## src/fgb_pkg.sv

```systemverilog
// ----------------------------------------------------------------------------
// fgb_pkg
// shared types, constants and the exponent table of the gaussian band-pass
// ----------------------------------------------------------------------------
package fgb_pkg;

  localparam int unsigned MAX_SIZE = 256;
  localparam int unsigned SIZE_W   = 9;
  localparam int unsigned RAD_W    = 16;
  localparam int unsigned FAC_W    = 17;

  // stage counts of the two pipelined parts
  localparam int unsigned RAD_LAT = 8;
  localparam int unsigned GAU_LAT = 34;
  localparam int unsigned DLY     = RAD_LAT + GAU_LAT;

  localparam logic [1:0] CFG_VOLUME_SIZE  = 2'd0;
  localparam logic [1:0] CFG_LOW_RADIUS   = 2'd1;
  localparam logic [1:0] CFG_HIGH_RADIUS  = 2'd2;
  localparam logic [1:0] CFG_SMOOTH_WIDTH = 2'd3;

  // exp(-2^(k-16)) in Q0.32
  localparam logic [31:0] EXP_TAB [20] = '{
    32'd4294901760, 32'd4294836226, 32'd4294705160, 32'd4294443040,
    32'd4293918848, 32'd4292870656, 32'd4290775039, 32'd4286586875,
    32'd4278222805, 32'd4261543595, 32'd4228380000, 32'd4162825044,
    32'd4034748382, 32'd3790295335, 32'd3344923893, 32'd2605029347,
    32'd1580030169, 32'd581260615,  32'd78665070,   32'd1440801
  };

  typedef struct packed {
    logic        [7:0]  coord_x;
    logic        [7:0]  coord_y;
    logic        [7:0]  coord_z;
    logic signed [31:0] voxel_real;
    logic signed [31:0] voxel_imag;
  } in_item_t;

  typedef struct packed {
    logic signed [31:0] out_real;
    logic signed [31:0] out_imag;
  } out_item_t;

endpackage

```

## src/fgb_radius.sv

```systemverilog
// ----------------------------------------------------------------------------
// fgb_radius
// shifted coordinates and rounded Q8.8 distance to the volume center
// ----------------------------------------------------------------------------
module fgb_radius (
  input  logic                          clk_i,
  input  logic                          en_i,
  input  logic [fgb_pkg::SIZE_W-1:0]    vol_size_i,
  input  logic [7:0]                    coord_x_i,
  input  logic [7:0]                    coord_y_i,
  input  logic [7:0]                    coord_z_i,
  output logic [fgb_pkg::RAD_W-1:0]     dist_o
);

  function automatic logic [8:0] mod_step(input logic [8:0] v, input logic [8:0] s,
                                          input int k);
    logic [15:0] sh;
    logic [15:0] ve;
    sh = {7'b0, s} << k;
    ve = {7'b0, v};
    if (ve >= sh) begin
      ve = ve - sh;
    end
    return ve[8:0];
  endfunction

  function automatic logic [33:0] sqrt_step(input logic [17:0] rem, input logic [15:0] root,
                                            input logic [1:0] pair);
    logic [19:0] r2;
    logic [19:0] trial;
    logic [19:0] diff;
    r2    = {rem, pair};
    trial = {2'b0, root, 2'b01};
    diff  = r2 - trial;
    if (r2 >= trial) begin
      return {diff[17:0], root[14:0], 1'b1};
    end
    return {r2[17:0], root[14:0], 1'b0};
  endfunction

  function automatic logic [1:0] n_pair(input logic [15:0] d2, input int i);
    logic [31:0] n;
    n = {d2, 16'h0};
    return n[2*i +: 2];
  endfunction

  logic [8:0]  size_c;
  logic [7:0]  half_c;
  logic [8:0]  v_a   [3];
  logic [8:0]  r1_v_q [3];
  logic [8:0]  r1_s_q;
  logic [7:0]  r1_half_q;
  logic [8:0]  v_b   [3];
  logic [7:0]  off_c [3];
  logic [7:0]  r2_off_q [3];
  logic [15:0] r3_d2_q;
  logic [15:0] sq_d2_q;
  logic [17:0] sq_rem_d [4];
  logic [15:0] sq_root_d [4];
  logic [17:0] sq_rem_q [4];
  logic [15:0] sq_root_q [4];
  logic [15:0] dist_q;

  always_comb begin
    logic [7:0] c [3];
    c[0] = coord_x_i;
    c[1] = coord_y_i;
    c[2] = coord_z_i;
    if (vol_size_i < 9'd2) begin
      size_c = 9'd2;
    end else if (vol_size_i > 9'(fgb_pkg::MAX_SIZE)) begin
      size_c = 9'(fgb_pkg::MAX_SIZE);
    end else begin
      size_c = vol_size_i;
    end
    half_c = size_c[8:1];
    for (int a = 0; a < 3; a++) begin
      v_a[a] = {1'b0, c[a]} + {1'b0, half_c};
      for (int k = 7; k >= 4; k--) begin
        v_a[a] = mod_step(v_a[a], size_c, k);
      end
    end
  end

  always_comb begin
    for (int a = 0; a < 3; a++) begin
      v_b[a] = r1_v_q[a];
      for (int k = 3; k >= 0; k--) begin
        v_b[a] = mod_step(v_b[a], r1_s_q, k);
      end
      if (v_b[a] >= {1'b0, r1_half_q}) begin
        off_c[a] = v_b[a][7:0] - r1_half_q;
      end else begin
        off_c[a] = r1_half_q - v_b[a][7:0];
      end
    end
  end

  always_comb begin
    logic [17:0] rem;
    logic [15:0] root;
    logic [15:0] d2;
    for (int j = 0; j < 4; j++) begin
      rem  = (j == 0) ? 18'd0 : sq_rem_q[(j == 0) ? 0 : j - 1];
      root = (j == 0) ? 16'd0 : sq_root_q[(j == 0) ? 0 : j - 1];
      d2   = (j == 0) ? r3_d2_q : sq_d2_q;
      for (int m = 0; m < 4; m++) begin
        {rem, root} = sqrt_step(rem, root, n_pair(d2, 15 - 4*j - m));
      end
      sq_rem_d[j]  = rem;
      sq_root_d[j] = root;
    end
  end

  always_ff @(posedge clk_i) begin
    if (en_i) begin
      r1_v_q    <= v_a;
      r1_s_q    <= size_c;
      r1_half_q <= half_c;
      r2_off_q  <= off_c;
      r3_d2_q   <= 16'(r2_off_q[0]) * 16'(r2_off_q[0]) + 16'(r2_off_q[1]) * 16'(r2_off_q[1])
                 + 16'(r2_off_q[2]) * 16'(r2_off_q[2]);
      sq_d2_q   <= r3_d2_q;
      sq_rem_q  <= sq_rem_d;
      sq_root_q <= sq_root_d;
      // round to nearest: remainder above root means past the midpoint
      dist_q    <= sq_root_q[3] + 16'(sq_rem_q[3] > {2'b0, sq_root_q[3]});
    end
  end

  assign dist_o = dist_q;

endmodule

```

## config.mk

```make
export PLATFORM = sky130hd
export DESIGN_NAME = fgb_radius
export DESIGN_NICKNAME = d
export VERILOG_FILES = /design/src/fgb_pkg.sv /design/src/fgb_radius.sv
export SDC_FILE = /design/constraint.sdc
export NUM_CORES = 1
export LEC_CHECK = 0
export BUFFER_PORTS_ARGS = -buffer_cell sky130_fd_sc_hd__buf_2
export CORE_UTILIZATION = 58
export CTS_BUF_LIST = sky130_fd_sc_hd__clkbuf_16
export CTS_CLUSTER_DIAMETER = 100
export DETAILED_ROUTE_END_ITERATION = 6
export HOLD_SLACK_MARGIN = 0.03
export PLACE_DENSITY_LB_ADDON = 0.25
export SKIP_LAST_GASP = 1
export SLEW_MARGIN = 10
export SYNTH_ARGS = -nofsm -noshare
export SYNTH_HDL_FRONTEND = slang
export SYNTH_SLANG_ARGS = --single-unit
```

## constraint.sdc

```tcl
create_clock -name clk_i -period 12 [get_ports clk_i]
set_input_delay 2.4 -clock clk_i [delete_from_list [all_inputs] [get_ports clk_i]]
set_output_delay 2.4 -clock clk_i [all_outputs]
set_load 0.02 [all_outputs]
```

==> summary.txt <==
Run status
  • Outcome: finished, violations left
  • Failing checks: DRC

STA
  • # setup viols final: 0
  • Post-route minimum period: 11.21 ns
  • Fin. Hold Viols: 0
  • Fmax: 0.0892 GHz
  • Final slew viol count: 0
  • Final period utilization: 0.934
  • Rel. slew slack: 0.336
  • Worst Clk Skew: 0.0234 ns
  • Setup_tns: 0 ns
  • Worst-margin pin slew: 0.996 ns

Job
  • MaxCap Viol Count: 0

Logic synthesis
  • Async S/R FF share, synth: 0
  • EDFF count, synth: 208
  • Post-synth top area share: 0.204
  • Synthesized area per cell: 8.82 sq um
  • Top-count cell post-synth: ha_1
  • Mapped Area: 30600 sq um
  • Ys flop type: edfxtp_1
  • Yosys cell types: 95
  • Syn Inst Count: 3473
  • Synth cell count leaders: ha_1, inv_1, a21oi_1
  • Register bit total from synthesis: 208
  • Register area share after synthesis: 0.204
  • Leading area contributor after synthesis: edfxtp_1
  • YS warnings: 0
  • Synth top area cells: edfxtp_1, ha_1, fa_1

GRT
  • Gr ovfl total: 0
  • Initial antenna violation count: 0
  • All-Layer GR Usage: 0.277
  • First-pass GRT wire length: 122 mm
  • Vias in the first global route: 24560
  • Largest net degree at the start of global routing: 80

CTS
  • Hold buffer count at cts: 0
  • Clock transition at path regs: 0.06 ns
  • Root Buffer: clkbuf_16
  • CTS HTree Levels: 1
  • Clock sinks: 208
  • Clock buffer depth: 3
  • Worst skew pair latency: 0.56 ns
  • CTS tree: yes
  • Cts bufs inserted: 25

Final layout
  • FILL cells: 4371
  • Layout overhead on the synthesized area: 7.41%
  • FF/Latch Area: 6250 sq um
  • Utilization after layout: 0.636
  • Multi-input combinational cell area: 22600 sq um
  • Antenna diodes: 0
  • # nets final: 4169
  • Layout cells sized above 1: 0.0870

Floorplanning
  • Top-Level Pins: 51
  • Initial Utilization: 0.592
  • Core area: 51700 sq um
  • Row count: 83
  • Die Y: 232 um
  • Die ar.: 53700 sq um
  • Die Wd: 232 um

Drt
  • Vias: 25024
  • Met3 wire length: 3.19 mm
  • DR top layer: met4
  • Metal-1 WL: 32.1 mm
  • Drt wl/cell: 17.3 um
  • DRT iter0 DRCs: 1638
  • Detail Route Antenna Nets: 0
  • # DRC: 4
  • DR pass1 iterations: 7
  • Drt via density: 5.90
  • Drt total wl: 73.5 mm
  • Metal2 WL: 36.3 mm

Critical path
  • CP top delay family: compound AO/OA/AOI/OAI gates
  • Worst reg-to-reg setup slack: 0.79 ns
  • CP most frequent cell: a21oi_1
  • Worst Path Buf+Inv: 6
  • Worst R2R Path Depth: 49
  • Startpoint types: flip-flop
  • Worst endpoint required time: 12.31 ns
  • Worst Path Arrival: 11.52 ns
  • Critical path class: reg2reg
  • CP max FO: 18
  • CP Capture Type: flip-flop
  • Slowest-stage cell, CP: or4b_4
  • R2r startpoint: sq_root_q[27]
  • CP max stage delay: 0.56 ns
  • Reg2reg end: sq_rem_q[17]

Hold path
  • Hold Path End: sq_d2_q[1]
  • Worst min-delay path startpoint: r3_d2_q[1]
  • Worst Hold Path Cells: 0
  • Worst hold path type: reg2reg

Place
  • RePlAce Congestion: 0.933
  • Port Buffers: 50
  • DPL Wire Length: 58.7 mm
## kinds of logic after synthesis
family / count (synthesis) / synth area share
muxes: 118 / 0.0419
xor gates and xnor gates: 277 / 0.0792
and+or+nand+nor: 926 / 0.155
buffers and inverters: 491 / 0.0609
other: 1 / 0.000122
adders and majority gates: 591 / 0.281
DFF: 208 / 0.204
AOI/OAI and AO/OA: 861 / 0.178
## worst max-delay path by stage
stage / startpoint / to / slack, ns / cells past startpoint
floorplan: r1_s_q[1] / r2_off_q[13] / 0.21 / 64
global placement: sq_root_q[27] / sq_rem_q[17] / 0.69 / 49
detailed placement: sq_root_q[27] / sq_rem_q[17] / 0.50 / 47
CTS: sq_root_q[27] / sq_rem_q[17] / 0.47 / 47
global route: r1_s_q[5] / r2_off_q[21] / -0.07 / 52
finish: sq_root_q[27] / sq_rem_q[17] / 0.79 / 49
## metal layers
metal	global-route usage	up-vias
met1	0.353	11844
met3	0.0287	120
met4	0.0715	0
met5	0	-
li1	-	12453
met2	0.496	607
## worst register-to-register path: cells and delay by family (launching register included)
kind / cells / cell delay, ns
adder cells (fa/ha/maj): 5 / 1.45
buffers and inverters: 6 / 1.08
AND/OR/NAND/NOR: 11 / 2.81
XOR/XNOR: 1 / 0.11
AO/OA/AOI/OAI: 26 / 5.12
flip-flops: 1 / 0.39
## layout make-up
cell class | count | area share
Sequential cell | 208 | 0.190
Clock buffer | 25 | 0.0190
Clock inverter | 21 | 0.00654
Tap cell | 680 | 0.0259
Timing Repair Buffer | 113 | 0.0227
Inverter | 419 | 0.0481
Multi-Input combinational cell | 2776 | 0.688
## per-stage QoR
| step | hold slack, ns | area (sq um) | cells | setup WS [ns] |
|---|---|---|---|---|
| after floorplan | 0.400 | 30600 | 3474 | 0.215 |
| after global placement | 0.415 | 31900 | 4182 | 0.687 |
| after detailed placement | 0.411 | 31900 | 4182 | 0.500 |
| after CTS | 0.412 | 32700 | 4228 | 0.466 |
| after global routing | 0.426 | 32900 | 4242 | -0.0662 |
| final | 0.420 | 32900 | 4242 | 0.786 |
## flip-flops by register name (all words and copies together), names as in the netlist
| name | flops |
|---|---|
| r3_d2_q | 16 |
| r1_s_q | 9 |
| r1_v_q | 27 |
| r2_off_q | 24 |
| sq_rem_q | 70 |
| sq_d2_q | 8 |
| dist_o | 16 |
| sq_root_q | 38 |
## timing repair
| item | 4_1_cts | 5_1_grt |
|---|---|---|
| setup endpoints to repair | 0 | 45 |
| gates resized for setup | 0 | 35 |
| buffers inserted | 0 | 13 |
## cell usage in the layout (no fill, tap or decap), types with 31 or more instances in the layout
master / count
nand3_1: 57
fa_1: 162
buf_2: 49
o21ai_0: 178
ha_1: 429
nand2b_1: 35
mux2_2: 82
inv_1: 413
xor2_1: 89
nand4_1: 37
a21oi_1: 269
nor3_1: 54
mux2i_1: 31
nand2_1: 241
xnor2_1: 188
o21bai_1: 44
nor2_1: 197
and2_1: 78
nor2b_1: 60
edfxtp_1: 208
a21o_1: 107
buf_4: 61
Power is left out: the tool's default activity adds up to more than one toggle a clock period on the data nets, which glitch-free logic cannot reach.
